<file path="src/hw/rtl/i2c3w_pkg.sv">
`default_nettype none
package i2c3w_pkg;

	// Queue between the tick front end and the bus sequencer
	localparam int QDEPTH = 4;
	localparam int QAW    = 2;

	// Control byte values and register reset values
	localparam logic [7:0] CTRL_CMD   = 8'h00;
	localparam logic [7:0] CTRL_DATA  = 8'h40;
	localparam logic [7:0] ADDR_RESET = 8'h78;
	localparam logic [7:0] HP_RESET   = 8'h01;

	// Configuration register indexes
	localparam logic CFG_DEVICE_ADDRESS = 1'b0;
	localparam logic CFG_HALF_PERIOD    = 1'b1;

	// One classified tick as it travels through the queue
	typedef struct packed {
		logic       req;
		logic       mode;
		logic [7:0] payload;
		logic       sda_low;
	} tick_t;

	// Queue status seen by the front end and the sequencer
	typedef struct packed {
		logic full;
		logic valid;
	} q_stat_t;

endpackage
`default_nettype wire

</file>
<file path="src/hw/rtl/i2c3w_front.sv">
`default_nettype none
module i2c3w_front
	import i2c3w_pkg::*;
(
	input  wire logic        s_tvalid,
	output logic             s_tready,
	input  wire logic [15:0] s_tdata,  // is_data, payload[7:0], sda_in, zero fill
	input  wire logic        s_tuser,  // func
	input  wire q_stat_t     q_stat,
	output logic             push,
	output tick_t            item
);

	// Take a tick whenever the queue has room
	assign s_tready = !q_stat.full;
	assign push     = s_tvalid && s_tready;

	// Unpack the transfer and classify it as plain tick or write request
	always_comb begin
		item.req     = s_tuser;
		item.mode    = s_tdata[0];
		item.payload = s_tdata[8:1];
		item.sda_low = !s_tdata[9];
	end

endmodule
`default_nettype wire

</file>
<file path="src/hw/rtl/i2c3w_queue.sv">
`default_nettype none
module i2c3w_queue
	import i2c3w_pkg::*;
(
	input  wire logic  clk,
	input  wire logic  arst_n,
	input  wire logic  push,
	input  wire tick_t push_item,
	input  wire logic  pop,
	output tick_t      head,
	output q_stat_t    q_stat
);

	tick_t            mem_q [QDEPTH];
	logic [QAW-1:0]   wr_ptr_q;
	logic [QAW-1:0]   rd_ptr_q;
	logic [QAW:0]     cnt_q;

	assign q_stat.full  = (cnt_q == QDEPTH[QAW:0]);
	assign q_stat.valid = (cnt_q != '0);
	assign head         = mem_q[rd_ptr_q];

	// Store entries
	always_ff @(posedge clk) begin
		if (push) begin
			mem_q[wr_ptr_q] <= push_item;
		end
	end

	// Advance pointers and occupancy
	always_ff @(posedge clk or negedge arst_n) begin
		if (!arst_n) begin
			wr_ptr_q <= '0;
			rd_ptr_q <= '0;
			cnt_q    <= '0;
		end else begin
			if (push) begin
				wr_ptr_q <= wr_ptr_q + 1'b1;
			end
			if (pop) begin
				rd_ptr_q <= rd_ptr_q + 1'b1;
			end
			if (push && !pop) begin
				cnt_q <= cnt_q + 1'b1;
			end else if (pop && !push) begin
				cnt_q <= cnt_q - 1'b1;
			end
		end
	end

endmodule
`default_nettype wire

</file>
<file path="src/hw/rtl/i2c3w_back.sv">
`default_nettype none
module i2c3w_back
	import i2c3w_pkg::*;
(
	input  wire logic       clk,
	input  wire logic       arst_n,
	input  wire logic       cfg_we,
	input  wire logic       cfg_index,
	input  wire logic [7:0] cfg_data,
	input  wire q_stat_t    q_stat,
	input  wire tick_t      head,
	output logic            pop,
	output logic            m_tvalid,
	input  wire logic       m_tready,
	output logic [7:0]      m_tdata
);

	typedef enum logic [3:0] {
		PH_IDLE      = 4'd0,
		PH_START_HI  = 4'd1,
		PH_START_LO  = 4'd2,
		PH_BIT_LOW   = 4'd3,
		PH_BIT_HIGH  = 4'd4,
		PH_RELEASE   = 4'd5,
		PH_ACK_HIGH  = 4'd6,
		PH_ACK_LOW   = 4'd7,
		PH_STOP_LOW  = 4'd8,
		PH_STOP_HIGH = 4'd9
	} phase_t;

	logic [7:0] dev_addr_q;
	logic [7:0] half_period_q;

	phase_t     phase_q, phase_n, ph_go;
	logic [7:0] shift_q, shift_n;
	logic [2:0] bit_q, bit_n;
	logic [1:0] byte_q, byte_n;
	logic [7:0] hold_q, hold_n;
	logic [7:0] pay_q, pay_n;
	logic       mode_q, mode_n;
	logic [1:0] lv_q, lv_n;   // bit 1 SCL, bit 0 SDA
	logic       go, rej, done, busy;
	logic       m_tvalid_q;
	logic [7:0] m_tdata_q;

	// Run one tick when the head is there and the output register can take it
	assign pop      = q_stat.valid && (!m_tvalid_q || m_tready);
	assign m_tvalid = m_tvalid_q;
	assign m_tdata  = m_tdata_q;

	// Next state of the bus sequencer for the tick at the queue head
	always_comb begin
		phase_n = phase_q;
		shift_n = shift_q;
		bit_n   = bit_q;
		byte_n  = byte_q;
		hold_n  = hold_q;
		pay_n   = pay_q;
		mode_n  = mode_q;
		lv_n    = lv_q;
		rej     = 1'b0;
		done    = 1'b0;
		go      = 1'b0;
		ph_go   = PH_IDLE;

		if (phase_q == PH_IDLE) begin
			lv_n = 2'b11;
			if (head.req) begin
				pay_n   = head.payload;
				mode_n  = head.mode;
				byte_n  = 2'd0;
				bit_n   = 3'd0;
				shift_n = dev_addr_q;
				go      = 1'b1;
				ph_go   = PH_START_HI;
			end
		end else begin
			rej = head.req;
			if (phase_q == PH_ACK_HIGH) begin
				// Hold SCL high until the slave pulls SDA low
				if (hold_q >= half_period_q) begin
					if (head.sda_low) begin
						go    = 1'b1;
						ph_go = PH_ACK_LOW;
					end
				end else begin
					hold_n = hold_q + 8'd1;
				end
			end else if (hold_q < half_period_q) begin
				hold_n = hold_q + 8'd1;
			end else begin
				case (phase_q)
					PH_START_HI: begin
						go    = 1'b1;
						ph_go = PH_START_LO;
					end
					PH_START_LO: begin
						go    = 1'b1;
						ph_go = PH_BIT_LOW;
					end
					PH_BIT_LOW: begin
						go    = 1'b1;
						ph_go = PH_BIT_HIGH;
					end
					PH_BIT_HIGH: begin
						go = 1'b1;
						if (bit_q == 3'd7) begin
							ph_go = PH_RELEASE;
						end else begin
							bit_n   = bit_q + 3'd1;
							shift_n = {shift_q[6:0], 1'b0};
							ph_go   = PH_BIT_LOW;
						end
					end
					PH_RELEASE: begin
						go    = 1'b1;
						ph_go = PH_ACK_HIGH;
					end
					PH_ACK_LOW: begin
						go = 1'b1;
						if (byte_q >= 2'd2) begin
							ph_go = PH_STOP_LOW;
						end else begin
							byte_n  = byte_q + 2'd1;
							shift_n = (byte_q == 2'd0) ?
								(mode_q ? CTRL_DATA : CTRL_CMD) : pay_q;
							bit_n   = 3'd0;
							ph_go   = PH_BIT_LOW;
						end
					end
					PH_STOP_LOW: begin
						go    = 1'b1;
						ph_go = PH_STOP_HIGH;
					end
					default: begin
						// Stop condition complete, back to idle
						phase_n = PH_IDLE;
						hold_n  = 8'd0;
						lv_n    = 2'b11;
						done    = 1'b1;
					end
				endcase
			end
		end

		// Enter the new line state; bit states drive the current MSB
		if (go) begin
			phase_n = ph_go;
			hold_n  = 8'd1;
			case (ph_go)
				PH_START_HI:  lv_n = 2'b11;
				PH_START_LO:  lv_n = 2'b10;
				PH_BIT_LOW:   lv_n = {1'b0, shift_n[7]};
				PH_BIT_HIGH:  lv_n = {1'b1, shift_n[7]};
				PH_RELEASE:   lv_n = 2'b01;
				PH_ACK_HIGH:  lv_n = 2'b11;
				PH_ACK_LOW:   lv_n = 2'b01;
				PH_STOP_LOW:  lv_n = 2'b00;
				PH_STOP_HIGH: lv_n = 2'b10;
				default:      lv_n = 2'b11;
			endcase
		end

		busy = (phase_n != PH_IDLE);
	end

	// Configuration registers
	always_ff @(posedge clk or negedge arst_n) begin
		if (!arst_n) begin
			dev_addr_q    <= ADDR_RESET;
			half_period_q <= HP_RESET;
		end else if (cfg_we) begin
			if (cfg_index == CFG_DEVICE_ADDRESS) begin
				dev_addr_q <= cfg_data;
			end else begin
				half_period_q <= cfg_data;
			end
		end
	end

	// Sequencer state and output register
	always_ff @(posedge clk or negedge arst_n) begin
		if (!arst_n) begin
			phase_q    <= PH_IDLE;
			shift_q    <= '0;
			bit_q      <= '0;
			byte_q     <= '0;
			hold_q     <= '0;
			pay_q      <= '0;
			mode_q     <= 1'b0;
			lv_q       <= 2'b11;
			m_tvalid_q <= 1'b0;
		end else begin
			if (pop) begin
				phase_q    <= phase_n;
				shift_q    <= shift_n;
				bit_q      <= bit_n;
				byte_q     <= byte_n;
				hold_q     <= hold_n;
				pay_q      <= pay_n;
				mode_q     <= mode_n;
				lv_q       <= lv_n;
				m_tvalid_q <= 1'b1;
			end else if (m_tready) begin
				m_tvalid_q <= 1'b0;
			end
		end
	end

	// Result payload
	always_ff @(posedge clk) begin
		if (pop) begin
			m_tdata_q <= {3'b000, rej, done, busy, lv_n[0], lv_n[1]};
		end
	end

	// Done only ends a stop condition
	a_done_from_stop: assert property (@(posedge clk) disable iff (!arst_n)
		(pop && done) |-> (phase_q == PH_STOP_HIGH))
		else $error("done outside stop high");

	// Rejection only while a transaction runs
	a_rej_busy: assert property (@(posedge clk) disable iff (!arst_n)
		(pop && rej) |-> (phase_q != PH_IDLE))
		else $error("reject while idle");

	// Hold counter is live in every active phase
	a_hold_live: assert property (@(posedge clk) disable iff (!arst_n)
		(phase_q != PH_IDLE) |-> (hold_q != 8'd0))
		else $error("hold counter zero while busy");

	// A request in idle starts a transaction on the next cycle
	a_start: assert property (@(posedge clk) disable iff (!arst_n)
		(pop && head.req && (phase_q == PH_IDLE)) |=> (phase_q == PH_START_HI))
		else $error("request did not start");

endmodule
`default_nettype wire

</file>
<file path="src/hw/rtl/i2c_three_byte_write_master_unit.sv">
// Accepted ticks enter the tick queue; each result is registered at the output.
// Throughput: one tick per clock cycle, sustained while the result side takes a
// transfer every cycle; a four-entry tick queue absorbs output stalls.
// Each tick is one pass of the bus sequencer, one register update per cycle unless stalled.
// Reset (arst_n low, asynchronous): sequencer idle with both lines high, queue empty,
// device_address 0x78, half_period 1.
`default_nettype none
module i2c_three_byte_write_master_unit
	import i2c3w_pkg::*;
(
	input  wire logic        clk,
	input  wire logic        arst_n,
	input  wire logic        cfg_valid,
	output logic             cfg_ready,
	input  wire logic        cfg_index,
	input  wire logic [7:0]  cfg_data,
	input  wire logic        s_tvalid,
	output logic             s_tready,
	input  wire logic [15:0] s_tdata,  // is_data, payload[7:0], sda_in, zero fill
	input  wire logic        s_tuser,  // func
	output logic             m_tvalid,
	input  wire logic        m_tready,
	output logic [7:0]       m_tdata   // scl, sda_out, busy_res, done_res, rejected, fill
);

	q_stat_t q_stat;
	tick_t   push_item;
	tick_t   head;
	logic    push;
	logic    pop;

	// Configuration is always taken
	assign cfg_ready = 1'b1;

	i2c3w_front u_front (
		.s_tvalid (s_tvalid),
		.s_tready (s_tready),
		.s_tdata  (s_tdata),
		.s_tuser  (s_tuser),
		.q_stat   (q_stat),
		.push     (push),
		.item     (push_item)
	);

	i2c3w_queue u_queue (
		.clk       (clk),
		.arst_n    (arst_n),
		.push      (push),
		.push_item (push_item),
		.pop       (pop),
		.head      (head),
		.q_stat    (q_stat)
	);

	i2c3w_back u_back (
		.clk       (clk),
		.arst_n    (arst_n),
		.cfg_we    (cfg_valid && cfg_ready),
		.cfg_index (cfg_index),
		.cfg_data  (cfg_data),
		.q_stat    (q_stat),
		.head      (head),
		.pop       (pop),
		.m_tvalid  (m_tvalid),
		.m_tready  (m_tready),
		.m_tdata   (m_tdata)
	);

endmodule
`default_nettype wire
</file>
<file path="config.mk">
export PLATFORM = sky130hd
export DESIGN_NAME = i2c_three_byte_write_master_unit
export DESIGN_NICKNAME = d
export VERILOG_FILES = /design/src/hw/rtl/i2c3w_pkg.sv /design/src/hw/rtl/i2c3w_front.sv /design/src/hw/rtl/i2c3w_queue.sv /design/src/hw/rtl/i2c3w_back.sv /design/src/hw/rtl/i2c_three_byte_write_master_unit.sv
export SDC_FILE = /design/constraint.sdc
export NUM_CORES = 1
export LEC_CHECK = 0
export BUFFER_PORTS_ARGS = -buffer_cell sky130_fd_sc_hd__buf_2
export CORE_ASPECT_RATIO = 1.2
export CORE_UTILIZATION = 62
export CTS_BUF_LIST = sky130_fd_sc_hd__clkbuf_4
export DETAILED_ROUTE_END_ITERATION = 10
export PLACE_DENSITY = 0.82
export SETUP_SLACK_MARGIN = 0.1
export SLEW_MARGIN = 20
export SYNTH_ARGS = -nofsm -noshare
export SYNTH_HDL_FRONTEND = slang
export SYNTH_SLANG_ARGS = --single-unit
</file>
<file path="constraint.sdc">
create_clock -name clk -period 2.65 [get_ports clk]
set_input_delay 0.1325 -clock clk [delete_from_list [all_inputs] [get_ports clk]]
set_output_delay 0.1325 -clock clk [all_outputs]
set_load 0.05 [all_outputs]
</file>
Yosys cells after proc, flatten, opt, wreduce, memory -nomap -nowiden
Memory sizes are Yosys's and may differ from the RTL's.
Index checks and enable logic that the tools add are counted.

word-level totals
  flip-flop bits (word level) = 65
  memory bits (writable) = 44
  bits of input ports = 31
  output and inout bits = 11
  logic and storage cells = 146
  memories = 1

cells by class
  add/sub/neg operators = 7
  magnitude comparators = 3
  equal/unequal tests = 26
  multiplexer cells = 62
  bitwise operators = 1
  reduce and logical (&&, ||, !) cells = 28

memories
  name           depth  width  rd ports  clocked after memory_dff  write ports  line               RTL
  u_queue.mem_q  4      11     1         0                         1            i2c3w_queue.sv:14  tick_t mem_q [QDEPTH];

operators with widths
  kind                                                                    count
  8-bit two-way mux                                                       13
  4-bit two-way mux                                                       10
  3-bit two-way mux                                                       10
  4-bit by 3-bit equality test with 1-bit output (second input constant)  7
  4-bit one-hot mux with 7 select lines                                   1
  2-bit two-way mux                                                       11
  4-bit by 2-bit equality test with 1-bit output (second input constant)  4
  8-bit one-hot mux with 2 select lines                                   1
  1-bit two-way mux                                                       13
  4-bit equality test (second input constant)                             3
  2-bit by 1-bit != test with 1-bit output (second input constant)        5
  2-bit one-hot mux with 5 select lines                                   1
  3-bit by 2-bit != test with 1-bit output (second input constant)        3
  8-bit by 1-bit adder with 8-bit output (second input constant)          1
  8-bit >= comparator                                                     1
  8-bit < comparator                                                      1
  7-bit two-way mux                                                       1
  7-bit AND reduction                                                     1
  7-bit OR reduction                                                      1
  2-bit by 1-bit adder with 2-bit output (second input constant)          3
  3-bit by 1-bit adder with 3-bit output (second input constant)          2
  3-bit equality test (second input constant)                             2
  3-bit one-hot mux with 2 select lines                                   1
  6-bit AND reduction                                                     1
  18 further kinds                                                        30

Longest topological paths before layout
Gate-level depths: netlist of the first run.

  depth after elaboration = 10
  depth in mapped cells = 9

Modules after synthesis
A second synthesis of the first run with hierarchy kept.

unflattened totals
  cell total of the unflattened synthesis = 426
  area, all modules = 5,545.3 um2

modules (own cells, without submodules)
  module                            instances  cells an instance  area each (um2)
  i2c3w_back                        1          320                3,457.1
  i2c3w_queue                       1          91                 1,988.2
  i2c3w_front                       1          13                 88.8
  i2c_three_byte_write_master_unit  1          2                  11.3

Worst setup path after synthesis of the first run
Ideal clock, no wire load.

  path kind = register -> register
  from = register u_queue.cnt_q[0]
  to = register u_queue.cnt_q[1]
  setup time = 0.125 ns
  data arrival time = 2.142 ns
  data required time = 2.525 ns
  slack = 0.383 ns
  stages on the path, launching flop included = 8
  path buffers = 0
  cell sequence = dfrtp_1 -> nor2_1 -> nand2_1 -> and2_0 -> ha_1 -> inv_1 -> fa_1 -> mux2_2

between the ends
  cells in the longest elaborated chain, start to end = 6

ends and longest elaborated chain
  item                                 line                                    RTL
  from (decl)                          i2c3w_queue.sv:17                       logic [QAW:0] cnt_q;
  from (signal assigned)               i2c3w_queue.sv:44                       cnt_q <= cnt_q + 1'b1;
  from (signal assigned)               i2c3w_queue.sv:46                       cnt_q <= cnt_q - 1'b1;
  3-bit equality test *                i2c3w_queue.sv:19                       assign q_stat.full = (cnt_q == QDEPTH[QAW:0]);
  1-bit zero test *                    i2c3w_front.sv:15                       assign s_tready = !q_stat.full;
  named net s_tready                   i2c_three_byte_write_master_unit.sv:18  output logic s_tready,
  1-bit logical AND *                  i2c3w_front.sv:16                       assign push = s_tvalid && s_tready;
  named net push                       i2c_three_byte_write_master_unit.sv:29  logic push;
  1-bit zero test                      i2c3w_queue.sv:45                       end else if (pop && !push) begin
  1-bit logical AND                    i2c3w_queue.sv:45
  2-bit nonzero test (no source line)  n/a

The timed path passes the listed nets; every way through them passes the cells marked *. The select of a mux whose other input is x is not followed.
A chain may end at the register's enable or synchronous reset.

Final worst setup path of the first run
  from = register u_back.half_period_q[0]
  to = register u_back.hold_q[4]

between the ends
  cells in the longest elaborated chain, start to end = 6

ends and longest elaborated chain
  item                                                                                     line                                RTL
  from (decl)                                                                              i2c3w_back.sv:32                    logic [7:0] half_period_q;
  from (signal assigned)                                                                   i2c3w_back.sv:176                   half_period_q <= cfg_data;
  8-bit < comparator or 8-bit >= comparator (tied branches)                                i2c3w_back.sv:89, i2c3w_back.sv:81
  1-bit two-way mux, on equally long branches                                              i2c3w_back.sv:89, i2c3w_back.sv:81
  1-bit two-way mux                                                                        i2c3w_back.sv:79                    if (phase_q == PH_ACK_HIGH) begin
  1-bit two-way mux                                                                        i2c3w_back.sv:66                    if (phase_q == PH_IDLE) begin
  4-bit by 1-bit != test with 1-bit output (no source line), or another cell as far along  n/a
  4-bit AND reduction (no source line)                                                     n/a
  to (signal assigned)                                                                     i2c3w_back.sv:199                   hold_q <= hold_n;
  to (decl)                                                                                i2c3w_back.sv:38                    logic [7:0] hold_q, hold_n;

Parallel ways exist; a longest one is shown, timed or not. The select of a mux whose other input is x is not followed.

==> impl_metrics.tcl, run 1 <==
set metrics [dict create \
    crit_fanout 13 \
    worstMarginPinSlew_ns 0.694 \
    report.power.total_mw 5.83 \
    cts-root-buf "clkbuf_4" \
    max_slew_margin 0.536 \
    critPathCaptureType "flop" \
    post_drt_wl_per_cell_um 17.5 \
    synthFlopType "dfrtp_1" \
    final_cells 594 \
    critical_path_required_ns 3.07 \
    hold-worst-slack_ns 0.103 \
    grt_pass1_wl_mm 17.0 \
    path_clk_slew_ns 0.17 \
    hpwlAfterDp_mm 7.19 \
    maxSlewViolCount 0 \
    fin_skew_ns 0.0130 \
    cp.arrival_ns 2.88 \
    cts_tree "built" \
    ff2ff_path_depth 8 \
    synth_edf_count 49 \
    cts_sinks 109 \
    wl_mm 10.4 \
    maxCapViolations 0 \
    htreeDepth 3 \
    peakVddDrop_uv 675 \
    n_antenna_cell 0 \
    hold_viol_final 0 \
    ys_seq_elements 109 \
    fin_setup_tns_ns 0 \
    crit_path_cell_trace "ha_1 > nand2b_1 > a2111oi_2 > o31a_2 > nor2_2 > buf_4 > nor4_4 > a22o_1" \
    yosys.cell_types.count 63 \
    yosys_warnings 0 \
    cts_made_buffers 9 \
    critPathSlowestCell "dfstp_2" \
    area_growth_pct 12.4 \
    cts_resized 0 \
    r2r_setup_slack_ns 0.19 \
    rsz0062_at_grt "false" \
    cts_max_path_buffers 2 \
    drive_above_1_share 0.267 \
    cp_slowest_stage_delay_ns 0.57 \
    rr_endpoint "u_back.hold_q[4]" \
    clock.fmax_mhz 406 \
    async_flop_share 0.550 \
    power.density_nw_per_um2 968 \
    place.gp.congestion 0.903 \
    place_inst 557 \
    layout.nets 525 \
    antenna_found_initial 0 \
    start_util 0.650 \
    postCtsSetupBuffers 0 \
    viasPerCell 5.89 \
    worstSkewPairLatency_ns 0.48 \
    drc_errors 0 \
    placed_cell_area_um2 5640 \
    final_area_um2 6020 \
    dieArea_um2 9020 \
    syn_inst 420 \
    route.vias.total 3498 \
    die_w_um 86.9 \
    fin_crit_ns 2.46 \
    hold_class "input port to async pin" \
    groute.usage.overall 0.252 \
    grt_max_degree 44 \
    rows 36 \
    synth_seq_area_share 0.556 \
    setup.worst_path.start_class "flop" \
    mappedNetlistArea_um2 5360 \
    dr.pass1.iters 5 \
    crit_type "flop to flop" \
    coreArea_um2 8240 \
    fin_crit_sh 0.929 \
    status "completed" \
    finalSetupViolCount 0 \
    drt-initial-drc-count 207 \
    antenna_left 0 \
    avgSynthCellArea_um2 12.8 \
    io_buffers 31 \
    grt_pass1_vias 3597 \
    die_h_um 104 \
    io_pins 42 \
    overflow 0 \
    r2r-start "u_back.half_period_q[0]" \
    leakagePower_nw 2.44 \
]
-- layout make-up --
| class | count | area, um^2 |
|---|---|---|
| well taps | 114 | 143 |
| clock buffers | 9 | 67.6 |
| repair buffers | 63 | 460 |
| fillers | 541 | 2220 |
| flip-flops and latches | 109 | 2980 |
| clock inverters | 7 | 111 |
| multi-input cells | 268 | 2170 |
| inverters | 24 | 90.1 |
-- timing repair --
item	in CTS	in global routing
hold endpoints to repair	78	0
hold buffers	21	0
setup endpoints to repair	0	1
-- flip-flops by register name (all words and copies together), names as in the netlist --
signal,cells
u_back.shift_q,8
u_back.bit_q,3
u_back.dev_addr_q,8
u_back.byte_q,2
u_queue.wr_ptr_q,2
u_back.phase_q,4
u_back.hold_q,8
u_back.m_tvalid,1
u_back.lv_q,2
u_back.mode_q,1
u_back.half_period_q,8
u_queue.mem_q,44
u_queue.rd_ptr_q,2
u_back.m_tdata,5
u_queue.cnt_q,3
u_back.pay_q,8
-- critical path, delay by kind of cell, from the launching register on --
kind / cells / cell delay (ns)
flip-flops: 1 / 0.57
adder cells (fa/ha/maj): 1 / 0.21
AND/OR/NAND/NOR: 3 / 0.60
buffers and inverters: 1 / 0.18
AO/OA/AOI/OAI: 3 / 0.85
-- cells in the mapped netlist (all sizes together), types with 2 or more instances --
cell	number	area (um^2)
a21o	5	37.5
a21oi	17	100
a22o	8	70.1
a22oi	7	52.6
a31oi	3	18.8
and2	3	18.8
and3	7	43.8
buf	16	106
clkbuf	5	18.8
conb	2	7.51
dfrtp	53	1330
dfstp	7	184
edfxtp	49	1470
ha	18	225
inv	24	90.1
mux2	36	405
mux2i	2	20.0
mux4	11	248
nand2	26	103
nand2b	4	25.0
nand3	2	10.0
nand4	2	12.5
nor2	25	96.4
nor2b	10	62.6
nor3	8	40.0
nor4	4	46.3
o211ai	3	27.5
o21a	5	37.5
o21ai	18	93.8
o221ai	2	17.5
o2bb2ai	3	26.3
o311ai	2	17.5
o31ai	6	45.0
o41ai	5	51.3
or2	2	12.5
xnor2	4	35.0
xor2	3	26.3
-- per-layer routing --
| layer | GRT usage | wire length (um) |
|---|---|---|
| met2 | 0.435 | 5550 |
| met5 | 0 | 0 |
| met4 | 0.117 | 244 |
| met3 | 0.0460 | 391 |
| met1 | 0.302 | 4200 |
-- stage by stage --
stage	worst slack (ns)	util
2_1_floorplan	0.383	-
3_3_place_gp	0.281	0.684
3_5_place_dp	0.188	0.684
4_1_cts	0.173	0.731
5_1_grt	0.120	0.731
6_report	0.189	0.731
-- logic make-up (layout without fill, tap and decap cells) --
logic type,Yosys count,after routing,synth area share
DFF,109,109,0.556
and+or+nand+nor,96,96,0.0929
AOI/OAI and AO/OA,93,93,0.127
muxes,49,49,0.126
buffers and inverters,45,103,0.0401
adders and majority gates,19,19,0.0458
xor gates and xnor gates,7,7,0.0114
other,2,4,0.00140
-- layout by cell type (no fill, tap or decap), types with 6 or more instances in the layout --
cell	Yosys	final
nor3_1	8	8
nor2_1	24	24
nor2b_1	10	10
a22o_1	8	8
mux4_2	11	11
dfrtp_1	53	53
and3_1	7	7
clkbuf_4	0	9
a21oi_1	15	15
mux2_2	36	36
a22oi_1	7	7
inv_1	24	24
dlygate4sd3_1	0	21
buf_4	6	10
dfstp_2	7	7
buf_2	7	31
o21ai_0	17	17
ha_1	18	18
edfxtp_1	49	49
o31ai_1	6	6
nand2_1	24	24
-- worst max-delay path by stage --
stage	start	to	slack, ns	depth (start not counted)
2_1_floorplan	u_queue.cnt_q[0]	u_queue.cnt_q[1]	0.38	7
3_3_place_gp	u_back.hold_q[0]	u_back.hold_q[7]	0.28	9
3_5_place_dp	u_back.half_period_q[0]	u_back.hold_q[4]	0.19	8
4_1_cts	u_back.half_period_q[0]	u_back.hold_q[4]	0.17	8
5_1_grt	u_back.hold_q[1]	u_back.shift_q[2]	0.12	7
6_report	u_back.half_period_q[0]	u_back.hold_q[4]	0.19	8
-- where the power goes --
group          total (mW)  switching, mW  internal (mW)
combinational        2.19           1.19          0.996
clock               0.998          0.588          0.410
sequential           2.65          0.377           2.27
total                5.83           2.16           3.67
Note: power is estimated with default switching activity, not from simulation.
==> run 2: changes to the inputs <==
CORE_UTILIZATION = 39   (was 62)
PLACE_DENSITY = not set   (was 0.82)
REMOVE_ABC_BUFFERS = 1   (was not set)
==> run 2 against run 1 <==
Compared with the run above:
- power shrank 3.0%
- worst hold slack worse by 0.0070 ns
- critical endpoint is now u_back.shift_q[4]
- critical path type unchanged
- fmax is 1.1% higher
- final cell count up 9.8%
- global-route usage shrank 9.0 points
- critical path depth is 1 lower
- combinational power barely moved
==> impl_metrics.tcl, run 2 (synthesis results as in run 1) <==
set metrics [dict create \
    layout.nets 529 \
    max_slew_margin 0.497 \
    route.vias.total 3461 \
    coreArea_um2 13300 \
    grt_pass1_vias 3445 \
    fillers 1219 \
    worstSkewPairLatency_ns 0.47 \
    n_antenna_cell 0 \
    rsz0062_at_grt "false" \
    power.density_nw_per_um2 932 \
    cp.arrival_ns 2.81 \
    drt-initial-drc-count 211 \
    wl_mm 10.5 \
    drive_above_1_share 0.275 \
    status "completed" \
    clock.fmax_mhz 411 \
    final_area_um2 6070 \
    cts-root-buf "clkbuf_4" \
    rows 46 \
    finalSetupViolCount 0 \
    place.gp.congestion 0.839 \
    dr.pass1.iters 4 \
    critPathCaptureType "flop" \
    met1_usage 0.202 \
    worstMarginPinSlew_ns 0.753 \
    cts_made_buffers 9 \
    groute.usage.overall 0.162 \
    peakVddDrop_uv 575 \
    cts_tree "built" \
    critical_path_required_ns 3.03 \
    placed_cell_area_um2 5710 \
    path_clk_slew_ns 0.17 \
    cp_slowest_stage_delay_ns 0.45 \
    die_h_um 130 \
    setup.worst_path.start_class "flop" \
    grtUsageMet3 0.0327 \
    antenna_found_initial 0 \
    layout_common_cells "dfrtp_1 (52), edfxtp_1 (49), mux2_2 (36), buf_2 (31)" \
    io_buffers 31 \
    hold_viol_final 0 \
    grt_max_degree 29 \
    place_ws_ns 0.228 \
    overflow 0 \
    cts_max_path_buffers 2 \
    dieArea_um2 14200 \
    hpwlAfterDp_mm 7.54 \
    hold-worst-slack_ns 0.0958 \
    viasPerCell 5.31 \
    post_drt_wl_per_cell_um 16.2 \
    maxCapViolations 0 \
    leakagePower_nw 2.44 \
    top_register "u_queue.mem_q" \
    fin_crit_ns 2.43 \
    gr-max-usage-layer "met2" \
    largest_register_ffs 44 \
    hold_class "input port to async pin" \
    io_pins 42 \
    drc_errors 0 \
    fin_ws_ns 0.217 \
    final_common_cell "dfrtp_1" \
    htreeDepth 3 \
    start_util 0.403 \
    cts_sinks 109 \
    critPathSlowestCell "dfrtp_1" \
    fin_setup_tns_ns 0 \
    grt_pass1_wl_mm 17.5 \
    die_w_um 109 \
    antenna_left 0 \
    fin_skew_ns 0.0164 \
    fin_crit_sh 0.918 \
    crit_path_cell_trace "ha_1 > nor2b_1 > o211ai_1 > a21oi_1 > o221ai_1 > a21oi_4 > mux2_2" \
    gr-usage-met2 0.283 \
    crit_type "flop to flop" \
    crit_fanout 10 \
    maxSlewViolCount 0 \
    area_growth_pct 13.3 \
]
run 2: timing repair:
| action | 4_1_cts | 5_1_grt |
|---|---|---|
| hold endpoints to repair | 89 | 0 |
| hold buffers | 21 | 0 |
| endpoints found under the setup margin | 0 | 7 |
| setup buffers | 0 | 1 |
| resized for setup | 0 | 1 |
run 2: path summary, 6_finish.rpt:
| kind | from | end | slack [ns] | cells past startpoint |
|---|---|---|---|---|
| max reg2reg | u_back.hold_q[1] | u_back.shift_q[4] | 0.22 | 7 |
| min in group clk | s_tvalid | u_queue.wr_ptr_q[0] | 0.13 | 3 |
| min | arst_n | u_back.hold_q[0] | 0.1 | 2 |
| max in group asynchronous | arst_n | u_back.half_period_q[0] | 1.80 | 3 |
| max | u_back.hold_q[1] | u_back.shift_q[4] | 0.22 | 7 |
| min reg2reg | u_back.lv_q[1] | u_back.lv_q[1] | 0.48 | 2 |
run 2: worst max-delay path: cells and delay by family, from the launching register on:
family / cells / cell delay (ns)
AOI/OAI and AO/OA: 4 / 1.05
DFF: 1 / 0.45
muxes: 1 / 0.38
and+or+nand+nor: 1 / 0.14
adders and majority gates: 1 / 0.32
run 2: layout make-up:
cell class              count  area (um^2)  area share
repair buffers             67          478      0.0787
clock inverters             7         72.6      0.0120
well taps                 168          210      0.0346
flip-flops and latches    109         2980       0.491
multi-input cells         268         2170       0.358
clock buffers               9         67.6      0.0111
inverters                  24         90.1      0.0148
run 2: layer usage:
metal / share of wire / routed length, um
met5: 0 / 0
met4: 0.014 / 147
met3: 0.033 / 347
met2: 0.51 / 5410
met1: 0.44 / 4620
run 2: power breakdown:
part	internal [mW]	leakage, nW	switching [mW]	total [mW]
clock network	0.225	0.0790	0.610	0.834
registers	2.27	1.17	0.369	2.64
logic	0.999	1.19	1.19	2.19
total	3.49	2.44	2.16	5.66
run 2: stage by stage:
step / util / power, mW / std cells
2_1_floorplan: - / 4.19 / 401
3_3_place_gp: 0.430 / 4.75 / 614
3_5_place_dp: 0.430 / 4.84 / 614
4_1_cts: 0.456 / 5.70 / 651
5_1_grt: 0.457 / 6.05 / 652
6_report: 0.457 / 5.66 / 652
==> run 3: changes to the inputs <==
BUFFER_PORTS_ARGS = not set   (was -buffer_cell sky130_fd_sc_hd__buf_2)
DONT_BUFFER_PORTS = 1   (was not set)
==> run 3 against run 2 <==
Compared with the run above:
- count of clock-buffer cells in the layout unchanged
- final area shrank 1.6%
- clock skew rose by 0.014 ns
- via count is 2.1% lower
- die area stayed put
- non-clock buffer count down 29
- critical path depth rose by 2
==> impl_metrics.tcl, run 3 (synthesis results as in run 1) <==
set metrics [dict create \
    top_register "u_queue.mem_q" \
    worstMarginPinSlew_ns 0.697 \
    coreArea_um2 13300 \
    p_comb_frac 0.368 \
    fin_skew_ns 0.0307 \
    holdPathStages 2 \
    cp.arrival_ns 2.80 \
    r2r_setup_slack_ns 0.27 \
    layout.nets 500 \
    grt_max_degree 61 \
    n_antenna_cell 0 \
    rsz0062_at_grt "false" \
    crit_fanout 13 \
    critPathCaptureType "flop" \
    dr.pass1.iters 5 \
    htreeDepth 3 \
    final_common_cell "dfrtp_1" \
    hpwlAfterDp_mm 7.30 \
    intPower_mw 3.56 \
    fin_setup_tns_ns 0 \
    cts-root-buf "clkbuf_4" \
    rows 46 \
    report.power.total_mw 5.69 \
    dieArea_um2 14200 \
    io_pins 42 \
    final_cells 623 \
    fin_util 0.449 \
    drive_above_1_share 0.224 \
    clkPwrFrac 0.149 \
    fin_ws_ns 0.270 \
    placed_cell_area_um2 5540 \
    setup.worst_path.start_class "flop" \
    fillers 1190 \
    p_seq_frac 0.483 \
    final_area_um2 5970 \
    fin_crit_ns 2.38 \
    max_slew_margin 0.534 \
    fin_crit_sh 0.898 \
    post_drt_wl_per_cell_um 16.5 \
    grt_pass1_vias 3555 \
    crit_type "flop to flop" \
    layout_common_cells "dfrtp_1 (53), edfxtp_1 (49), mux2_2 (36)" \
    antenna_found_initial 0 \
    critical_path_required_ns 3.07 \
    die_w_um 109 \
    ff2ff_path_depth 9 \
    place.gp.congestion 0.814 \
    largest_register_ffs 44 \
    maxCapViolations 0 \
    drt-initial-drc-count 172 \
    cts_sinks 109 \
    drc_errors 0 \
    hold_class "input port to flop" \
    route.vias.total 3389 \
    place_ws_ns 0.202 \
    io_buffers 0 \
    start_util 0.403 \
    finalSetupViolCount 0 \
    hold-worst-slack_ns 0.0723 \
    switching_share 0.373 \
    path_clk_slew_ns 0.17 \
    hold_viol_final 0 \
    die_h_um 130 \
    wl_mm 10.3 \
    cts_tree "built" \
    clock.fmax_mhz 420 \
    overflow 0 \
    cts_made_buffers 9 \
    worstSkewPairLatency_ns 0.47 \
    power.switching_mw 2.12 \
    peakVddDrop_uv 505 \
    place_inst 581 \
    maxSlewViolCount 0 \
    status "completed" \
    antenna_left 0 \
    groute.usage.overall 0.163 \
    power.density_nw_per_um2 952 \
    area_growth_pct 11.4 \
    grt_pass1_wl_mm 17.6 \
    leakagePower_nw 2.34 \
    viasPerCell 5.44 \
    cts_max_path_buffers 2 \
]
## run 3: repair_timing
item	in CTS	in global routing
hold endpoints to repair	122	0
buffers inserted	0	3
resized for setup	0	2
endpoints found under the setup margin	0	17
hold buffers	23	0
## run 3: final cells by class
cell class,instances,area (um^2),area share
Sequential cell,109,2980,0.499
Clock buffer,9,67.6,0.0113
Tap cell,168,210,0.0352
Inverter,24,90.1,0.0151
Clock inverter,7,72.6,0.0121
Timing Repair Buffer,38,373,0.0624
Multi-Input combinational cell,268,2180,0.365
## run 3: routing by layer
metal	wire, um	global-route usage	vias up
li1	-	-	1611
met1	4460	0.197	1703
met2	5290	0.282	61
met3	323	0.0283	14
met4	179	0.0755	0
met5	0	0	-
## run 3: power by group through the flow
stage               clock network, mW  logic, mW  registers, mW
floorplan                           0       1.48           2.71
finish                          0.850       2.09           2.74
CTS                             0.878       2.06           2.75
detailed placement                  0       2.00           2.79
global route                    0.937       2.33           2.82
global placement                    0       1.94           2.77
## run 3: final timing paths
path	startpoint	to
max	u_back.half_period_q[0]	u_back.hold_q[6]
min	cfg_index	u_back.dev_addr_q[7]
max reg2reg	u_back.half_period_q[0]	u_back.hold_q[6]
min reg2reg	u_back.lv_q[0]	u_back.lv_q[0]
max in group asynchronous	arst_n	u_back.dev_addr_q[3]
min in group asynchronous	arst_n	u_back.hold_q[3]
## run 3: worst max-delay path: stages, from the launching register on
cell       delay, ns
dfstp_2         0.57
ha_1            0.21
nand2b_1        0.15
a2111oi_2       0.35
o31a_2          0.23
nor2_2          0.05
buf_4           0.19
nor4_4          0.27
buf_4           0.18
a22o_1          0.14
